<file path="src/mastep_ram.sv">
// Generic single-write, single-read RAM with registered read data.
// No dependencies.
`default_nettype none
module mastep_ram #(
	parameter int WIDTH = 8,
	parameter int DEPTH = 4,
	localparam int AW = (DEPTH > 1) ? $clog2(DEPTH) : 1
) (
	input  wire logic             clk,
	input  wire logic             we,
	input  wire logic [AW-1:0]    waddr,
	input  wire logic [WIDTH-1:0] wdata,
	input  wire logic             re,
	input  wire logic [AW-1:0]    raddr,
	output logic      [WIDTH-1:0] rdata
);
	logic [WIDTH-1:0] mem [DEPTH];

	always_ff @(posedge clk) begin
		if (we) begin
			mem[waddr] <= wdata;
		end
		if (re) begin
			rdata <= mem[raddr];
		end
	end
endmodule
`default_nettype wire

</file>
<file path="config.mk">
export PLATFORM = sky130hd
export DESIGN_NAME = mastep_ram
export DESIGN_NICKNAME = d
export VERILOG_FILES = /design/src/mastep_ram.sv
export SDC_FILE = /design/constraint.sdc
export NUM_CORES = 1
export LEC_CHECK = 0
export BUFFER_PORTS_ARGS = -buffer_cell sky130_fd_sc_hd__buf_2
export CELL_PAD_IN_SITES_DETAIL_PLACEMENT = 1
export CELL_PAD_IN_SITES_GLOBAL_PLACEMENT = 1
export CORE_ASPECT_RATIO = 0.6
export CORE_UTILIZATION = 51
export DETAILED_ROUTE_END_ITERATION = 7
export GPL_ROUTABILITY_DRIVEN = 1
export PLACE_DENSITY = 0.78
export SYNTH_ARGS = -nofsm -noshare
export SYNTH_HDL_FRONTEND = slang
export SYNTH_SLANG_ARGS = --single-unit
</file>
<file path="constraint.sdc">
create_clock -name clk -period 2.41 [get_ports clk]
set_input_delay 0.1205 -clock clk [delete_from_list [all_inputs] [get_ports clk]]
set_output_delay 0.1205 -clock clk [all_outputs]
set_load 0.05 [all_outputs]
</file>
==> impl_results.html, run 1 <==
<table>
<tr><th>Metric</th><th>Value</th></tr>
<tr><th colspan="2">Outcome</th></tr>
<tr><td>Status</td><td>complete, no violations</td></tr>
<tr><th colspan="2">Critical path</th></tr>
<tr><td>Endpoint required time on the critical path</td><td>2.44 ns</td></tr>
<tr><td>Kind of cell with the highest combined delay on the critical path</td><td>multiplexers</td></tr>
<tr><td>Worst setup slack for register-to-register paths</td><td>1.30 ns</td></tr>
<tr><td>Critical Path Slowest Stage Cell</td><td>mux4_2</td></tr>
<tr><td>Cell chain of the critical path</td><td>mux4_2</td></tr>
<tr><td>Data arrival, critical path</td><td>1.15 ns</td></tr>
<tr><td>Kind of critical path</td><td>register to register</td></tr>
<tr><td>CP max FO</td><td>1</td></tr>
<tr><td>CP Buf/Inv Count</td><td>0</td></tr>
<tr><td>Worst Setup End Kind</td><td>register</td></tr>
<tr><td>Critical path startpoint category</td><td>register</td></tr>
<tr><td>Source of the worst register-to-register timing path</td><td>mem[2][4]</td></tr>
<tr><td>CP peak stage delay</td><td>0.46 ns</td></tr>
<tr><td>Startpoint of the most critical setup path</td><td>mem[2][4]</td></tr>
<tr><th colspan="2">Timing</th></tr>
<tr><td>Tightest slew margin relative to the limit</td><td>71.65%</td></tr>
<tr><td>Clock tree skew after final layout</td><td>0.003666 ns</td></tr>
<tr><td>Number of hold violations in the final report</td><td>0</td></tr>
<tr><td>Least setup slack across all paths after layout</td><td>1.295 ns</td></tr>
<tr><td>Slew at the pin closest to its max-slew limit</td><td>0.4253 ns</td></tr>
<tr><td>Minimum clock period after layout</td><td>1.115 ns</td></tr>
<tr><td>Max Slew Vio Count</td><td>0</td></tr>
<tr><td>Final cycle utilization of the critical path</td><td>46.25%</td></tr>
<tr><td>Total of endpoints with negative setup slack in the final report</td><td>0</td></tr>
<tr><td>Final sum of negative setup slack</td><td>0 ns</td></tr>
<tr><td>Setup repair after global routing missed its margin</td><td>false</td></tr>
<tr><td>Achievable frequency</td><td>897.2 MHz</td></tr>
<tr><th colspan="2">Yosys</th></tr>
<tr><td>Synthesized Nets</td><td>69</td></tr>
<tr><td>Average cell area after synthesis</td><td>26.46 sq um</td></tr>
<tr><td>Xor/xnor cell area share of the yosys netlist</td><td>0%</td></tr>
<tr><td>Adder and majority gate portion of the synthesized area</td><td>0%</td></tr>
<tr><td>Yosys top cell area share</td><td>84.06%</td></tr>
<tr><td>Library cell with the largest summed area after synthesis</td><td>edfxtp_1</td></tr>
<tr><td>Synthesis Warnings</td><td>0</td></tr>
<tr><td>Compound-cell area share of the yosys netlist</td><td>0%</td></tr>
<tr><td>Sequential share of the synthesized area</td><td>84.06%</td></tr>
<tr><td>Simple logic cell fraction of the synthesized area</td><td>2.189%</td></tr>
<tr><td>Number of unique standard cell types used by synthesis</td><td>7</td></tr>
<tr><td>Combinational family with the most area after synthesis</td><td>multiplexers</td></tr>
<tr><td>Synth top area cells</td><td>edfxtp_1 (84%), mux4_2 (13%), and3b_1 (1.2%)</td></tr>
<tr><td>Synth Instances</td><td>54</td></tr>
<tr><td>Multiplexer fraction of the synthesized cell area</td><td>12.61%</td></tr>
<tr><td>Register bit total from synthesis</td><td>40</td></tr>
<tr><td>Post-synth design cell area</td><td>1429 sq um</td></tr>
<tr><th colspan="2">Drt</th></tr>
<tr><td>Number of remaining DRC errors</td><td>0</td></tr>
<tr><td>Met1 wire length</td><td>995 um</td></tr>
<tr><td>Top Layer Used</td><td>met4</td></tr>
<tr><td>Routed vias</td><td>623</td></tr>
<tr><td>Routed length on met3</td><td>116 um</td></tr>
<tr><td>Routed length on met2</td><td>1.067 mm</td></tr>
<tr><td>Detail-routed net length per standard cell</td><td>19.02 um</td></tr>
<tr><td>Final wirelength</td><td>2.187 mm</td></tr>
<tr><td>First-pass DRT Iterations</td><td>4</td></tr>
<tr><td>Count of nets left with antenna violations after detail routing</td><td>0</td></tr>
<tr><td>DRT iter0 DRCs</td><td>65</td></tr>
<tr><td>Drt via density</td><td>5.417</td></tr>
<tr><th colspan="2">GRT</th></tr>
<tr><td>First-pass GRT wire length</td><td>3.546 mm</td></tr>
<tr><td>Number of antenna violations at the first check in global routing</td><td>0</td></tr>
<tr><td>Pin count of the biggest net entering global routing</td><td>13</td></tr>
<tr><td>GRT Total Usage</td><td>17.84%</td></tr>
<tr><td>Via count of the first global-routing pass</td><td>693</td></tr>
<tr><td>Residual overflow from global routing</td><td>0</td></tr>
<tr><th colspan="2">Pwr</th></tr>
<tr><td>Worst IR drop on VDD</td><td>0.0005378 V</td></tr>
<tr><td>Cell-internal power</td><td>1.152 mW</td></tr>
<tr><td>Portion of total power attributed to sequential cells</td><td>56.4%</td></tr>
<tr><td>Switching part of the total power</td><td>20.38%</td></tr>
<tr><td>Switch Pwr</td><td>0.2950 mW</td></tr>
<tr><td>Pwr/cell area</td><td>862.4 nW/um^2</td></tr>
<tr><td>Proportion of power drawn by the clock network</td><td>36.2%</td></tr>
<tr><td>Combinational Power Share</td><td>7.4%</td></tr>
<tr><td>P_leak</td><td>0.5912 nW</td></tr>
<tr><th colspan="2">Worst hold path</th></tr>
<tr><td>Worst hold start</td><td>wdata[6]</td></tr>
<tr><td>Worst min path class</td><td>input pin to register</td></tr>
<tr><th colspan="2">Clocking</th></tr>
<tr><td>Max Buffers Root-to-Sink</td><td>2</td></tr>
<tr><td>Number of gates resized after CTS</td><td>0</td></tr>
<tr><td>CTS Buf Count</td><td>5</td></tr>
<tr><td>Clock tree from TritonCTS</td><td>built</td></tr>
<tr><td>Number of sinks handled by clock tree synthesis</td><td>40</td></tr>
<tr><td>Clock-pin transition on the worst setup and hold timing paths</td><td>0.07 ns</td></tr>
<tr><td>CTS root buf</td><td>clkbuf_8</td></tr>
<tr><td>Post-CTS Repair Setup Buffers</td><td>0</td></tr>
<tr><td>CTS Hold Bufs</td><td>0</td></tr>
<tr><td>Clock insertion delay at the later pin of the skew report</td><td>0.29 ns</td></tr>
<tr><td>CTS H-tree lvls</td><td>2</td></tr>
<tr><th colspan="2">Place</th></tr>
<tr><td>Routability Congestion</td><td>0.6741</td></tr>
<tr><td>Number of input and output port buffers inserted</td><td>22</td></tr>
<tr><td>Total instance count after detailed placement</td><td>107</td></tr>
<tr><td>Pre-CTS worst setup slack</td><td>1.184 ns</td></tr>
<tr><th colspan="2">Layout</th></tr>
<tr><td>Number of nets in the layout</td><td>97</td></tr>
<tr><td>Number of standard cells in the layout, taps in and fillers out</td><td>115</td></tr>
<tr><td>Leading cell type in the layout, fill and taps excluded</td><td>edfxtp_1</td></tr>
<tr><td>Fraction of final layout cells sized beyond drive strength 1</td><td>45.78%</td></tr>
<tr><td>Area overhead of the layout relative to synthesis</td><td>17.43%</td></tr>
<tr><td>Commonest non-fill, non-tap cells in the layout</td><td>edfxtp_1 (40), buf_2 (22), mux4_2 (8)</td></tr>
<tr><td>Number of inserted diodes</td><td>0</td></tr>
<tr><th colspan="2">Floorplan</th></tr>
<tr><td>Die height</td><td>43 um</td></tr>
<tr><td>Core region area</td><td>2575 sq um</td></tr>
<tr><td>Overall die area</td><td>3024 sq um</td></tr>
<tr><td>Horizontal extent of the die</td><td>70.34 um</td></tr>
<tr><td>I/O pins</td><td>23</td></tr>
<tr><td>Rows</td><td>14</td></tr>
<tr><td>Initial cell density of the core</td><td>55.49%</td></tr>
<tr><th colspan="2">Run</th></tr>
<tr><td>Number of maximum-capacitance constraint violations</td><td>0</td></tr>
</table>
==> power groups by stage <==
stage          combinational, mW  sequential, mW  clock (mW)
4_1_cts                    0.108           0.817       0.535
5_1_grt                    0.114           0.820       0.560
2_1_floorplan             0.0358           0.867           0
6_report                   0.106           0.817       0.524
3_3_place_gp               0.104           0.830           0
3_5_place_dp               0.108           0.833           0
==> per-layer routing <==
metal / up-vias / global-route usage (%)
met4: 0 / 6.000
met3: 2 / 9.501
met2: 18 / 25.33
met1: 317 / 23.74
met5: - / 0
li1: 286 / -
==> metrics by stage <==
stage	total power [mW]	hold WS, ns	instance area (sq um)	utilization, %
2_1_floorplan	0.9028	0.2194	1429	-
3_3_place_gp	0.9342	0.3349	1570	60.98
3_5_place_dp	0.9409	0.3411	1570	60.98
4_1_cts	1.461	0.04015	1678	65.16
5_1_grt	1.494	0.04491	1678	65.16
6_report	1.447	0.04546	1678	65.16
==> cell families (layout without fill, tap and decap cells) <==
| logic type | count (synthesis) | in the layout |
|---|---|---|
| buf+inv | 2 | 31 |
| flops | 40 | 40 |
| mux | 8 | 8 |
| simple gates | 4 | 4 |
==> final timing paths <==
check	endpoint	depth (start not counted)
worst max-delay path	rdata[4]	1
worst min-delay path	mem[2][6]	1
worst max register to register	rdata[4]	1
worst min register to register	rdata[2]	1
==> flip-flops by register name, indices dropped and copies added (netlist names) <==
register	count
mem	32
rdata	8
==> cells in the mapped netlist (all sizes together) <==
| cell | instances |
|---|---|
| buf | 1 |
| mux4 | 8 |
| and3b | 2 |
| nor3b | 1 |
| clkbuf | 1 |
| edfxtp | 40 |
| and3 | 1 |
==> cell type report <==
class                   instances  area [sq um]
repair buffers                 23         117.6
clock inverters                 2         35.03
clock buffers                   6         72.57
fillers                       211         897.1
multi-input cells              12         211.5
well taps                      32         40.04
flip-flops and latches         40          1201
Power figures use the tool's default switching activity.
==> run 2, diff against run 1 <==
--- a/config.mk
+++ b/config.mk
@@ -9,10 +9,10 @@
 export CELL_PAD_IN_SITES_DETAIL_PLACEMENT = 1
 export CELL_PAD_IN_SITES_GLOBAL_PLACEMENT = 1
 export CORE_ASPECT_RATIO = 0.6
-export CORE_UTILIZATION = 51
+export CORE_UTILIZATION = 43
 export DETAILED_ROUTE_END_ITERATION = 7
 export GPL_ROUTABILITY_DRIVEN = 1
-export PLACE_DENSITY = 0.78
+export PLACE_DENSITY = 0.7
 export SYNTH_ARGS = -nofsm -noshare
 export SYNTH_HDL_FRONTEND = slang
 export SYNTH_SLANG_ARGS = --single-unit
==> constraint.sdc (replaced) <==
create_clock -name clk -period 1 [get_ports clk]
set_input_delay 0.05 -clock clk [delete_from_list [all_inputs] [get_ports clk]]
set_output_delay 0.05 -clock clk [all_outputs]
set_load 0.05 [all_outputs]
==> impl_results.html, run 2 (same netlist as run 1, synthesis figures left out) <==
<table>
<tr><th>Metric</th><th>Value</th></tr>
<tr><th colspan="2">Floorplan</th></tr>
<tr><td>Horizontal extent of the die</td><td>76.42 um (+8.7%)</td></tr>
<tr><td>Die height</td><td>46.65 um (+8.5%)</td></tr>
<tr><td>Rows</td><td>15 (+1)</td></tr>
<tr><td>Core region area</td><td>3003 sq um (+17%)</td></tr>
<tr><td>Initial cell density of the core</td><td>47.58% (-7.9 points)</td></tr>
<tr><td>Overall die area</td><td>3565 sq um (+18%)</td></tr>
<tr><td>I/O pins</td><td>23 (unchanged)</td></tr>
<tr><th colspan="2">Worst hold path</th></tr>
<tr><td>Worst min path class</td><td>input pin to register</td></tr>
<tr><th colspan="2">Run</th></tr>
<tr><td>Number of maximum-capacitance constraint violations</td><td>0 (unchanged)</td></tr>
<tr><th colspan="2">Timing</th></tr>
<tr><td>Max Slew Vio Count</td><td>0 (unchanged)</td></tr>
<tr><td>Minimum clock period after layout</td><td>1.139 ns (+0.02402 ns)</td></tr>
<tr><td>Setup repair after global routing missed its margin</td><td>true</td></tr>
<tr><td>Slew at the pin closest to its max-slew limit</td><td>0.2495 ns (-0.1758 ns)</td></tr>
<tr><td>Total of endpoints with negative setup slack in the final report</td><td>8 (+8)</td></tr>
<tr><td>Least setup slack across all paths after layout</td><td>-0.1386 ns (-1.434 ns)</td></tr>
<tr><td>Clock tree skew after final layout</td><td>0.004643 ns (+0.0009767 ns)</td></tr>
<tr><td>Number of hold violations in the final report</td><td>0 (unchanged)</td></tr>
<tr><td>Final cycle utilization of the critical path</td><td>113.9% (+68 points)</td></tr>
<tr><td>Achievable frequency</td><td>878.3 MHz (-2.1%)</td></tr>
<tr><td>Tightest slew margin relative to the limit</td><td>83.48% (+12 points)</td></tr>
<tr><th colspan="2">Critical path</th></tr>
<tr><td>CP peak stage delay</td><td>0.50 ns (+0.04 ns)</td></tr>
<tr><td>Worst Setup End Kind</td><td>register</td></tr>
<tr><td>Kind of cell with the highest combined delay on the critical path</td><td>multiplexers</td></tr>
<tr><td>Critical path startpoint category</td><td>register</td></tr>
<tr><td>Critical Path Slowest Stage Cell</td><td>mux4_2</td></tr>
<tr><td>CP max FO</td><td>1 (unchanged)</td></tr>
<tr><td>CP Buf/Inv Count</td><td>0 (unchanged)</td></tr>
<tr><td>Endpoint required time on the critical path</td><td>1.03 ns (-1.41 ns)</td></tr>
<tr><td>Data arrival, critical path</td><td>1.16 ns (about the same)</td></tr>
<tr><td>Kind of critical path</td><td>register to register</td></tr>
<tr><td>Cell chain of the critical path</td><td>mux4_2</td></tr>
<tr><th colspan="2">Layout</th></tr>
<tr><td>Non-Filler Cell Area, Final</td><td>1862 sq um (+11%)</td></tr>
<tr><td>Sequential cell area</td><td>1201 sq um (unchanged)</td></tr>
<tr><td>Number of flip-flops in the largest register</td><td>32 (unchanged)</td></tr>
<tr><td>Commonest non-fill, non-tap cells in the layout</td><td>edfxtp_1 (40), buf_2 (22), mux4_2 (8), dlygate4sd3_1 (8), clkbuf_8 (5)</td></tr>
<tr><td>Fraction of final layout cells sized beyond drive strength 1</td><td>44.79% (-0.99 points)</td></tr>
<tr><td>Number of inserted diodes</td><td>0 (unchanged)</td></tr>
<tr><td>Area used by multi-input combinational logic</td><td>216.5 sq um (+2.4%)</td></tr>
<tr><td>Area overhead of the layout relative to synthesis</td><td>30.30%</td></tr>
<tr><td>Registers with the most flip-flops</td><td>mem: 32 flops, rdata: 8 flops</td></tr>
<tr><td>Register bank with the most flops</td><td>mem</td></tr>
<tr><td>Layout Utilization</td><td>62.00% (-3.2 points)</td></tr>
<tr><td>Number of nets in the layout</td><td>110 (+13%)</td></tr>
<tr><td>Leading cell type in the layout, fill and taps excluded</td><td>edfxtp_1</td></tr>
<tr><td>Fillers</td><td>268 (+27%)</td></tr>
<tr><th colspan="2">GRT</th></tr>
<tr><td>Number of antenna violations at the first check in global routing</td><td>0 (unchanged)</td></tr>
<tr><td>First-pass GRT wire length</td><td>3.746 mm (+5.6%)</td></tr>
<tr><td>Via count of the first global-routing pass</td><td>727 (+4.9%)</td></tr>
<tr><td>Residual overflow from global routing</td><td>0 (unchanged)</td></tr>
<tr><td>GRT Total Usage</td><td>16.41% (-1.4 points)</td></tr>
<tr><td>Pin count of the biggest net entering global routing</td><td>13 (unchanged)</td></tr>
<tr><th colspan="2">Place</th></tr>
<tr><td>Number of input and output port buffers inserted</td><td>22 (unchanged)</td></tr>
<tr><td>Placement Cell Area</td><td>1675 sq um (+6.7%)</td></tr>
<tr><td>Routability Congestion</td><td>0.6336 (-6.0%)</td></tr>
<tr><th colspan="2">Pwr</th></tr>
<tr><td>P_leak</td><td>0.6640 nW (+12%)</td></tr>
<tr><td>Worst IR drop on VDD</td><td>0.0009581 V (+78%)</td></tr>
<tr><td>Pwr/cell area</td><td>1901 nW/um^2 (+120%)</td></tr>
<tr><th colspan="2">Clocking</th></tr>
<tr><td>Number of sinks handled by clock tree synthesis</td><td>40 (unchanged)</td></tr>
<tr><td>Clock-pin transition on the worst setup and hold timing paths</td><td>0.08 ns (about the same)</td></tr>
<tr><td>CTS H-tree lvls</td><td>2 (unchanged)</td></tr>
<tr><td>Clock insertion delay at the later pin of the skew report</td><td>0.29 ns (about the same)</td></tr>
<tr><td>Clock tree from TritonCTS</td><td>built</td></tr>
<tr><td>Max Buffers Root-to-Sink</td><td>2 (unchanged)</td></tr>
<tr><td>CTS Buf Count</td><td>5 (unchanged)</td></tr>
<tr><td>CTS root buf</td><td>clkbuf_8</td></tr>
<tr><td>Number of gates resized after CTS</td><td>0 (unchanged)</td></tr>
<tr><th colspan="2">Drt</th></tr>
<tr><td>DRT iter0 DRCs</td><td>24 (-63%)</td></tr>
<tr><td>Final wirelength</td><td>2.489 mm (+14%)</td></tr>
<tr><td>Count of nets left with antenna violations after detail routing</td><td>0 (unchanged)</td></tr>
<tr><td>First-pass DRT Iterations</td><td>2 (-2)</td></tr>
<tr><td>Routed vias</td><td>693 (+11%)</td></tr>
<tr><td>Number of remaining DRC errors</td><td>0 (unchanged)</td></tr>
<tr><td>Drt via density</td><td>5.022 (-7.3%)</td></tr>
<tr><td>Detail-routed net length per standard cell</td><td>18.04 um (-5.2%)</td></tr>
<tr><th colspan="2">Outcome</th></tr>
<tr><td>Failing checks</td><td>setup timing</td></tr>
<tr><td>Status</td><td>complete, but fails checks</td></tr>
</table>
-- run 2: metrics by stage --
step	hold WS (ns)	setup WS, ns	total power, mW	instances	TNS [ns]
after CTS	0.0004321	-0.1490	3.575	137	-0.8052
after detailed placement	0.2724	-0.1355	2.311	122	-0.7199
final	0.1225	-0.1386	3.539	138	-0.7475
after global routing	0.1125	-0.1718	3.658	138	-0.9682
after global placement	0.2621	-0.07209	2.291	122	-0.4743
after floorplan	0.1489	-0.04676	2.176	54	-0.3740
-- run 2: path summary, 6_finish.rpt --
check	start	to	slack, ns	depth (start not counted)
worst max-delay path	mem[3][3]	rdata[3]	-0.14	1
worst min-delay path	re	rdata[7]	0.12	1
worst max register to register	mem[3][3]	rdata[3]	-0.14	1
worst min register to register	mem[0][2]	rdata[2]	0.64	1
-- run 2: power by group --
part | internal [mW] | switching [mW]
logic | 0.138 | 0.184
registers | 1.95 | 0.0220
clock network | 0.726 | 0.522
total | 2.81 | 0.727
-- run 2: repair_timing --
item / CTS / global route
hold endpoints to repair: 28 / 4
hold buffers: 7 / 1
setup buffers: 0 / 0
endpoints found under the setup margin: 8 / 8
-- run 2: area by class of cell --
cell class	instances	area share (%)
Clock buffer	5	3.696
Clock inverter	3	2.016
Tap cell	42	2.823
Multi-Input combinational cell	12	11.63
Timing Repair Buffer	36	15.32
Sequential cell	40	64.52
-- run 2: layer usage --
layer | vias up | GRT usage (%) | wire length (um)
li1 | 313 | - | -
met2 | 19 | 28.11 | 1282
met5 | - | 0 | 0
met1 | 354 | 17.61 | 1036
met4 | 0 | 11.54 | 60
met3 | 7 | 6.535 | 110
